## config.mk

```make
export PLATFORM = sky130hd
export DESIGN_NAME = positional_list_insert_delete
export DESIGN_NICKNAME = d
export VERILOG_FILES = /design/src/rtl/pli_pkg.sv /design/src/rtl/pli_dp.sv /design/src/rtl/pli_ctrl.sv /design/src/rtl/positional_list_insert_delete.sv
export SDC_FILE = /design/constraint.sdc
export NUM_CORES = 2
export LEC_CHECK = 0
export ABC_CLOCK_PERIOD_IN_PS = 5100
export BUFFER_PORTS_ARGS = -buffer_cell sky130_fd_sc_hd__buf_2
export CAP_MARGIN = 40
export CORE_MARGIN = 2
export CORE_UTILIZATION = 63
export DETAILED_ROUTE_END_ITERATION = 10
export PLACE_DENSITY_LB_ADDON = 0.15
export SETUP_SLACK_MARGIN = 0.2
export SYNTH_ARGS = -nofsm -noshare
export SYNTH_HDL_FRONTEND = slang
export SYNTH_SLANG_ARGS = --single-unit
export TNS_END_PERCENT = 20
```

## constraint.sdc

```tcl
create_clock -name clk -period 5.1 [get_ports clk]
set_input_delay 1.02 -clock clk [delete_from_list [all_inputs] [get_ports clk]]
set_output_delay 1.02 -clock clk [all_outputs]
set_load 0.05 [all_outputs]
```

## src/rtl/pli_pkg.sv

```systemverilog
// Shared types and constants for the positional list block.
package pli_pkg;

  localparam int DEPTH = 64;
  localparam int ADDR_W = $clog2(DEPTH);
  localparam int CNT_W = 7;
  localparam int POS_W = 7;
  localparam int DATA_W = 32;

  localparam logic OP_INSERT = 1'b0;
  localparam logic OP_DELETE = 1'b1;

  typedef struct packed {
    logic                     opcode;
    logic [POS_W-1:0]         position;
    logic signed [DATA_W-1:0] value;
  } request_t;

  typedef struct packed {
    logic                     ok;
    logic signed [DATA_W-1:0] removed_value;
    logic [CNT_W-1:0]         new_length;
  } result_t;

  typedef struct packed {
    logic load;
    logic check;
    logic rd_first;
    logic rd;
    logic capture;
    logic wr_shift;
    logic wr_value;
    logic dec_count;
  } dp_cmd_t;

  typedef struct packed {
    logic opcode;
    logic legal;
    logic more;
  } dp_status_t;

endpackage

```

## src/rtl/pli_dp.sv

```systemverilog
// Datapath: element memory, length, sweep index and result registers.
module pli_dp (
  input  logic               clk,
  input  logic               rst,
  input  pli_pkg::request_t  request,
  input  pli_pkg::dp_cmd_t   cmd,
  output pli_pkg::dp_status_t status,
  output pli_pkg::result_t   result
);

  logic signed [pli_pkg::DATA_W-1:0] mem [pli_pkg::DEPTH];
  logic signed [pli_pkg::DATA_W-1:0] rdata;
  logic signed [pli_pkg::DATA_W-1:0] val;
  logic signed [pli_pkg::DATA_W-1:0] removed;
  logic                              op;
  logic [pli_pkg::POS_W-1:0]         pos;
  logic [pli_pkg::CNT_W-1:0]         count;
  logic [pli_pkg::CNT_W-1:0]         idx;
  logic                              ok;
  logic [pli_pkg::CNT_W-1:0]         pos_m1;
  logic [pli_pkg::CNT_W-1:0]         rd_ptr;
  logic [pli_pkg::CNT_W-1:0]         wr_ptr;
  logic                              legal;
  logic                              wr_en;

  assign pos_m1 = pos - pli_pkg::CNT_W'(1);

  always_comb begin
    if (op == pli_pkg::OP_INSERT) begin
      legal = (pos != '0) &&
              ({1'b0, pos} <= ({1'b0, count} + (pli_pkg::CNT_W + 1)'(1))) &&
              (count < pli_pkg::CNT_W'(pli_pkg::DEPTH));
    end else begin
      legal = (pos != '0) && (pos <= count);
    end
  end

  assign status.opcode = op;
  assign status.legal  = legal;
  assign status.more   = (op == pli_pkg::OP_INSERT) ? (idx >= pos) : (idx < count);

  always_comb begin
    if (cmd.rd_first) begin
      rd_ptr = pos_m1;
    end else if (op == pli_pkg::OP_INSERT) begin
      rd_ptr = idx - pli_pkg::CNT_W'(1);
    end else begin
      rd_ptr = idx;
    end
    if (cmd.wr_value) begin
      wr_ptr = pos_m1;
    end else if (op == pli_pkg::OP_INSERT) begin
      wr_ptr = idx;
    end else begin
      wr_ptr = idx - pli_pkg::CNT_W'(1);
    end
  end

  assign wr_en = cmd.wr_shift | cmd.wr_value;

  always_ff @(posedge clk) begin
    if (cmd.rd | cmd.rd_first) begin
      rdata <= mem[rd_ptr[pli_pkg::ADDR_W-1:0]];
    end
    if (wr_en) begin
      mem[wr_ptr[pli_pkg::ADDR_W-1:0]] <= cmd.wr_value ? val : rdata;
    end
  end

  always_ff @(posedge clk) begin
    if (cmd.load) begin
      op  <= request.opcode;
      pos <= request.position;
      val <= request.value;
    end
  end

  always_ff @(posedge clk) begin
    if (rst) begin
      count   <= '0;
      idx     <= '0;
      ok      <= 1'b0;
      removed <= '0;
    end else begin
      if (cmd.load) begin
        idx     <= (request.opcode == pli_pkg::OP_INSERT) ? count : request.position;
        removed <= '0;
      end else if (cmd.wr_shift) begin
        idx <= (op == pli_pkg::OP_INSERT) ? idx - pli_pkg::CNT_W'(1)
                                          : idx + pli_pkg::CNT_W'(1);
      end
      if (cmd.check) begin
        ok <= legal;
      end
      if (cmd.capture) begin
        removed <= rdata;
      end
      if (cmd.wr_value) begin
        count <= count + pli_pkg::CNT_W'(1);
      end else if (cmd.dec_count) begin
        count <= count - pli_pkg::CNT_W'(1);
      end
    end
  end

  assign result.ok            = ok;
  assign result.removed_value = removed;
  assign result.new_length    = count;

endmodule

```

## src/rtl/pli_ctrl.sv

```systemverilog
// Controller state machine that sequences the element shift sweep.
module pli_ctrl (
  input  logic                 clk,
  input  logic                 rst,
  input  logic                 start,
  input  pli_pkg::dp_status_t  status,
  output pli_pkg::dp_cmd_t     cmd,
  output logic                 busy,
  output logic                 done
);

  typedef enum logic [8:0] {
    S_IDLE    = 9'b000000001,
    S_CHECK   = 9'b000000010,
    S_INS_RD  = 9'b000000100,
    S_INS_WR  = 9'b000001000,
    S_DEL_RD0 = 9'b000010000,
    S_DEL_CAP = 9'b000100000,
    S_DEL_RD  = 9'b001000000,
    S_DEL_WR  = 9'b010000000,
    S_DONE    = 9'b100000000
  } state_t;

  state_t state;
  state_t state_next;

  always_comb begin
    state_next = state;
    cmd        = '0;
    unique case (state)
      S_IDLE: begin
        if (start) begin
          cmd.load   = 1'b1;
          state_next = S_CHECK;
        end
      end
      S_CHECK: begin
        cmd.check = 1'b1;
        if (!status.legal) begin
          state_next = S_DONE;
        end else if (status.opcode == pli_pkg::OP_INSERT) begin
          state_next = S_INS_RD;
        end else begin
          state_next = S_DEL_RD0;
        end
      end
      S_INS_RD: begin
        if (status.more) begin
          cmd.rd     = 1'b1;
          state_next = S_INS_WR;
        end else begin
          cmd.wr_value = 1'b1;
          state_next   = S_DONE;
        end
      end
      S_INS_WR: begin
        cmd.wr_shift = 1'b1;
        state_next   = S_INS_RD;
      end
      S_DEL_RD0: begin
        cmd.rd_first = 1'b1;
        state_next   = S_DEL_CAP;
      end
      S_DEL_CAP: begin
        cmd.capture = 1'b1;
        state_next  = S_DEL_RD;
      end
      S_DEL_RD: begin
        if (status.more) begin
          cmd.rd     = 1'b1;
          state_next = S_DEL_WR;
        end else begin
          cmd.dec_count = 1'b1;
          state_next    = S_DONE;
        end
      end
      S_DEL_WR: begin
        cmd.wr_shift = 1'b1;
        state_next   = S_DEL_RD;
      end
      S_DONE: begin
        state_next = S_IDLE;
      end
      default: begin
        state_next = S_IDLE;
      end
    endcase
  end

  always_ff @(posedge clk) begin
    if (rst) begin
      state <= S_IDLE;
    end else begin
      state <= state_next;
    end
  end

  assign busy = (state != S_IDLE);
  assign done = (state == S_DONE);

endmodule

```

## src/rtl/positional_list_insert_delete.sv

```systemverilog
// Top level of the positional list insert and delete block.
// A request is taken when start is high and busy is low; busy then stays high until the
// single result has been shown with done for one cycle, and the receiver cannot stall it.
// The elements live in a 64-entry memory with one read and one write port, so a request
// moves the elements one at a time, each read in a read state and then written back in a
// write state; a rejected request goes from the legality check straight to done.
module positional_list_insert_delete (
  input  logic              clk,
  input  logic              rst,
  input  logic              start,
  input  pli_pkg::request_t request,
  output logic              busy,
  output logic              done,
  output pli_pkg::result_t  result
);

  pli_pkg::dp_cmd_t    cmd;
  pli_pkg::dp_status_t status;

  pli_ctrl u_ctrl (
    .clk    (clk),
    .rst    (rst),
    .start  (start),
    .status (status),
    .cmd    (cmd),
    .busy   (busy),
    .done   (done)
  );

  pli_dp u_dp (
    .clk     (clk),
    .rst     (rst),
    .request (request),
    .cmd     (cmd),
    .status  (status),
    .result  (result)
  );

  a_done_then_idle: assert property (@(posedge clk) disable iff (rst)
    done |=> !busy)
    else $error("block stayed busy after a result");

  a_accept_goes_busy: assert property (@(posedge clk) disable iff (rst)
    (start && !busy) |=> (busy && !done))
    else $error("accepted request did not start work");

  a_reject_no_value: assert property (@(posedge clk) disable iff (rst)
    (done && !result.ok) |-> (result.removed_value == '0))
    else $error("rejected request returned a removed value");

  a_length_bound: assert property (@(posedge clk) disable iff (rst)
    done |-> (result.new_length <= pli_pkg::CNT_W'(pli_pkg::DEPTH)))
    else $error("list length exceeds depth");

endmodule

```

---- Word level (Yosys, flattened, before mapping) ----
Memory sizes are Yosys's and may differ from the RTL's. A register that Yosys moved wholly into a read port is not among the register bits.
Cells that the tools add are included.
word-level totals
  RAM bits ................................ 2048
  output and inout bits ................... 42
  word-level logic and storage cells ...... 77
  bits of input ports ..................... 43
  flip-flop bits (word level) ............. 96
  memories kept ........................... 1
cells by class
  $lt $le $gt $ge ......................... 5
  muxes and demuxes ....................... 34
  reduce and logical (&&, ||, !) cells .... 10
  equal/unequal tests ..................... 11
  add/sub/neg operators ................... 6
  bitwise operators ....................... 2
memories
  memory    words  bits a word  read ports  clocked after Yosys merged registers in  write ports  line          RTL
  u_dp.mem  64     32           1           1                                        1            pli_dp.sv:11  logic signed [pli_pkg::DATA_W-1:0] mem [pli_pkg::DEPTH];
operators by type and width
  cell                   count
  $mux W32               3
  $pmux W9 S7            1
  $mux W7                6
  $mux W9                4
  $mux W6                4
  $mux W1                15
  $add A7 B1 Y7 const B  2
  $sub A7 B1 Y7 const B  2
  $eq A9 B1 Y1 const B   1
  $eq A9 B2 Y1 const B   1
  $eq A9 B3 Y1 const B   1
  $eq A9 B4 Y1 const B   1
  $eq A9 B5 Y1 const B   1
  $eq A9 B6 Y1 const B   1
  $eq A9 B7 Y1 const B   1
  $eq A9 B8 Y1 const B   1
  $eq A9 B9 Y1 const B   1
  $ne A9 B1 Y1 const B   1
  $add A7 B1 Y8 const B  1
  $le A7 B8 Y1           1
  $ge A7 B7 Y1           1
  $le A7 B7 Y1           1
  $lt A7 B7 Y1           1
  $lt A7 B7 Y1 const B   1
  other kinds (8)        15

---- Logic depth before layout (Yosys ltp) ----
  word-level depth ........................ 7
  mapped depth ............................ 19
  gate-level depth less buffers ........... 18

---- Modules after synthesis ----
Synthesis repeated with hierarchy kept, for this count alone.
second synthesis, totals
  cell total of the unflattened synthesis .. 6120
  area total of the unflattened synthesis .. 86890.8 um2
modules (own cells, without submodules)
  module    sequential area each (um2)  cells each  area an instance (um2)  instances
  pli_dp    64602.0                     6053        86372.8                 1
  pli_ctrl  180.2                       67          518.0                   1

---- Worst setup path after synthesis ----
OpenSTA, ideal clock, no wires.
  kind .................................... register to register
  start point ............................. register u_dp.count[1] (netlist name)
  end point ............................... register u_dp.rdata[0] (netlist name) (read register of u_dp.mem), enable pin
  path buffers ............................ 0
  arrival ................................. 4.244 ns
  period minus slack after synthesis ...... 4.709 ns
  required time ........................... 4.634 ns
  library setup time ...................... 0.466 ns
  stages on the path, launching flop included .. 9
  path slack .............................. 0.391 ns
  cells stage by stage .................... dfxtp_1 -> inv_1 -> ha_1 -> a21o_1 -> a21o_1 -> a21oi_1 -> o21a_1 -> nor2_1 -> o21ai_0
on the way
  word-level cells in the longest chain between the ends .. 5
RTL lines
  what                    line                            RTL
  from (decl)             pli_dp.sv:17                    logic [pli_pkg::CNT_W-1:0] count;
  from (signal assigned)  pli_dp.sv:99                    count <= count + pli_pkg::CNT_W'(1);
  from (signal assigned)  pli_dp.sv:101                   count <= count - pli_pkg::CNT_W'(1);
  $lt A7 B7 Y1            pli_dp.sv:40                    assign status.more = (op == pli_pkg::OP_INSERT) ? (idx >= pos) : (idx < count);
  $mux W1                 pli_dp.sv:40
  $mux W1                 pli_ctrl.sv:48, pli_ctrl.sv:69
  $mux W1                 -
  $or A1 B1 Y1            pli_dp.sv:62                    if (cmd.rd | cmd.rd_first) begin
  to (decl)               pli_dp.sv:12                    logic signed [pli_pkg::DATA_W-1:0] rdata;
Every way passes these cells.
A chain may end at the register's enable or synchronous reset.

---- Worst setup path in the final report ----
  start point ............................. register u_dp.idx[0] (netlist name)
  end point ............................... register u_dp.rdata[1] (netlist name) (read register of u_dp.mem), data pin
on the way
  word-level cells in the longest chain between the ends .. 5
  elaborated cells between the ends (all ways) .. 9
  classes of those cells .................. add/sub (1); order compare (2); mux (5); bitwise (1)
RTL lines
  what                                                 line                            RTL
  from (decl)                                          pli_dp.sv:18                    logic [pli_pkg::CNT_W-1:0] idx;
  from (signal assigned)                               pli_dp.sv:86                    idx <= (request.opcode == pli_pkg::OP_INSERT) ? count : request.position;
  from (signal assigned)                               pli_dp.sv:89                    idx <= (op == pli_pkg::OP_INSERT) ? idx - pli_pkg::CNT_W'(1)
  $ge A7 B7 Y1 / $lt A7 B7 Y1 (equally long branches)  pli_dp.sv:40
  $mux W1                                              pli_dp.sv:40
  $mux W1                                              pli_ctrl.sv:48, pli_ctrl.sv:69
  $mux W1                                              -
  $or A1 B1 Y1                                         pli_dp.sv:62
Several ways; a longest one is shown, not always the timed one.

==> impl_metrics.json <==
{
  "ctsHoldBuffers": 0,
  "synth_top_area_share_pct": 73.43,
  "r2r-start": "u_dp.idx[0]",
  "yosysTopAreaCell": "edfxtp_1",
  "cts_buffer_depth": 3,
  "nFillCells": 8798,
  "seq_area_um2": 64780,
  "hold_depth": 1,
  "rsz0062_at_grt": "false",
  "avgSynthCellArea_um2": 13.69,
  "path_class": "reg2reg",
  "core_area_um2": 137000,
  "path_clk_slew_ns": 0.06,
  "end_kind": "flip-flop",
  "dp_hpwl_mm": 157.3,
  "syn_nets": 6415,
  "die_w_um": 375.0,
  "synthDistinctLibCells": 68,
  "ys_ff_latch": 2176,
  "hold_path_class": "in2reg",
  "htreeDepth": 4,
  "cts_tree": "done",
  "ant_nets": 0,
  "grt_use_total_pct": 37.17,
  "slew_violations": 0,
  "setup_tns_ns": 0,
  "syn_to_final_growth_pct": 13.14,
  "min_to": "u_dp.val[23]",
  "die_y_um": 375.0,
  "maxCapViolations": 0,
  "worstPathArrival_ns": 5.38,
  "gr-total-overflow": 0,
  "ctsResizeCount": 0,
  "drive_gt1_share_pct": 12.56,
  "cts_root_buf": "clkbuf_16",
  "hp-start": "request[23]",
  "clkLatencyLatePin_ns": 0.86,
  "final_area_um2": 98080,
  "p_leak_uw": 0.03350,
  "relSlewSlack_pct": 23.35,
  "place_area_um2": 91730,
  "fin_nets": 6619,
  "synthCells": 6332,
  "r2r_end": "u_dp.rdata[1]",
  "cts_setup_buffers": 0,
  "die_area_um2": 140600,
  "synthFlopType": "edfxtp_1",
  "grt_max_degree": 98,
  "synth_area_um2": 86690,
  "synth_enable_flop_cells": 2120,
  "status": "finished clean",
  "timing.reg2reg.setup_slack_ns": 0.44,
  "async_reset_ff_share_pct": 0,
  "fp-row-count": 136,
  "critPathRequiredTime_ns": 5.82,
  "worst_pin_slew_ns": 1.135,
  "cts-buffers-inserted": 207,
  "vdd_drop_max_uv": 352.4,
  "fin_crit_ns": 4.662,
  "drtIter0Drc": 9511,
  "wl_mm": 261.9,
  "vias": 58220,
  "power.density_nw_per_um2": 410.7,
  "seq_area_frac_synth_pct": 74.72,
  "ios": 85,
  "first_global_vias": 54880,
  "antenna_found_initial": 14,
  "fin_skew_ns": 0.05466,
  "r2r_cells": 13,
  "yosys-top-cells-area": "edfxtp_1 73%, nand2_1 6.5%, a31oi_1 2.3%",
  "wl_per_cell_um": 30.83,
  "drcViolationCount": 0,
  "via_per_inst": 6.853,
  "max_clock_freq_mhz": 214.5,
  "hold_viol": 0,
  "setup_viol": 0,
  "cts.sinks": 2176,
  "fin_crit_sh_pct": 91.42,
  "io_buffers": 84,
  "routabilityCongestion": 0.9134,
  "mostFrequentLayoutCells": "2120 x edfxtp_1, 1499 x nand2_1, 393 x nand3_1",
  "final_common_cell": "edfxtp_1",
  "multiInputGateArea_um2": 20660,
  "start_kind": "flip-flop",
  "first_pass_iters": 8,
  "cp_max_fo": 16,
  "initial_utilization_pct": 63.29,
  "grt_pass1_wl_mm": 377.5,
  "yosysWarnings": 0
}
## cells in the mapped netlist (12+ instances only)
cell type  instances
ha_1              39
and3_1           286
o2111ai_1         12
nand2_1         1501
a32oi_1           25
mux2i_1           64
mux2_2            46
nand4_1           26
dfxtp_1           56
a311oi_1          20
nor4_1            44
buf_2            126
nand3_1          393
inv_1             32
o22ai_1          127
or4_1             44
clkbuf_1         225
nor3_1            21
a31oi_1          315
o211ai_1          14
xnor2_1           21
edfxtp_1        2120
a21oi_1          175
o21ai_0           19
buf_1             72
o32ai_1           22
nor2_1           111
a211oi_1         232
## routing by layer
layer / track usage (%) / share of wire [%]
met5: 0 / 0.021
met1: 51.84 / 36
met4: 16.47 / 4.9
met2: 55.43 / 45
met3: 10.21 / 14
## stage by stage
step | hold slack, ns | instances | total power, uW | util, % | setup WS (ns)
floorplan | 0.4749 | 6332 | 23350 | - | 0.3909
global placement | 0.4488 | 8102 | 25820 | 66.74 | 0.6422
detailed placement | 0.4524 | 8120 | 25920 | 66.96 | 0.6088
CTS | 0.3011 | 8490 | 40120 | 71.58 | 0.6122
global route | 0.3161 | 8495 | 41290 | 71.60 | 0.2790
finish | 0.3423 | 8495 | 40280 | 71.60 | 0.4377
## flip-flops by register name, indices dropped and copies added, names as in the netlist
name	cells
u_dp.count	7
u_ctrl.state	9
u_dp.pos	7
u_dp.val	32
u_dp.ok	1
u_dp.rdata	32
u_dp.removed	32
u_dp.idx	7
u_dp.mem	2048
u_dp.op	1
## how the worst max path moves through the flow
stage               slack (ns)        endpoint       startpoint
floorplan                 0.39   u_dp.rdata[0]    u_dp.count[1]
global placement          0.64  u_dp.rdata[29]  u_ctrl.state[5]
detailed placement        0.61  u_dp.rdata[29]  u_ctrl.state[5]
CTS                       0.61  u_dp.rdata[29]  u_ctrl.state[5]
global route              0.28   u_dp.rdata[1]      u_dp.idx[0]
finish                    0.44   u_dp.rdata[1]      u_dp.idx[0]
## worst max-delay path, stage by stage (launching register included)
cell and delay (ns):
dfxtp_1 0.35, inv_1 0.19, ha_1 0.23, nor4b_1 0.65, xnor2_1 0.27, mux2i_2 0.69, a21oi_1 0.08, buf_4 0.24
nand2_1 0.15, buf_4 0.37, a21oi_1 0.08, or4_1 0.73, nor4_1 0.37, buf_4 0.16
## logic make-up (layout without fill, tap and decap cells)
| kind of cell | count (synthesis) | count (layout) | synth area share (%) |
|---|---|---|---|
| adder cells (fa/ha/maj) | 40 | 40 | 0.5860 |
| flip-flops | 2176 | 2176 | 74.72 |
| AO/OA/AOI/OAI | 1046 | 1046 | 8.059 |
| multiplexers | 115 | 115 | 1.466 |
| AND/OR/NAND/NOR | 2471 | 2471 | 12.72 |
| buffers and inverters | 457 | 822 | 2.169 |
| other | 0 | 4 | 0 |
| XOR/XNOR | 27 | 27 | 0.2728 |
## final cells by class
type / instances / area share (%)
Sequential cell: 2176 / 66.05
Multi-Input combinational cell: 3699 / 21.06
Clock buffer: 261 / 5.508
Timing Repair Buffer: 420 / 4.018
Tap cell: 1794 / 2.289
Clock inverter: 109 / 0.9402
Inverter: 32 / 0.1225
Antenna cell: 4 / 0.01021
## power breakdown
part | leakage [uW] | switching [uW] | internal, uW
combinational | 0.0109 | 4390 | 1930
clock | 0.00308 | 6630 | 7870
sequential | 0.0195 | 46.1 | 19400
(Power assumes the default switching activity.)
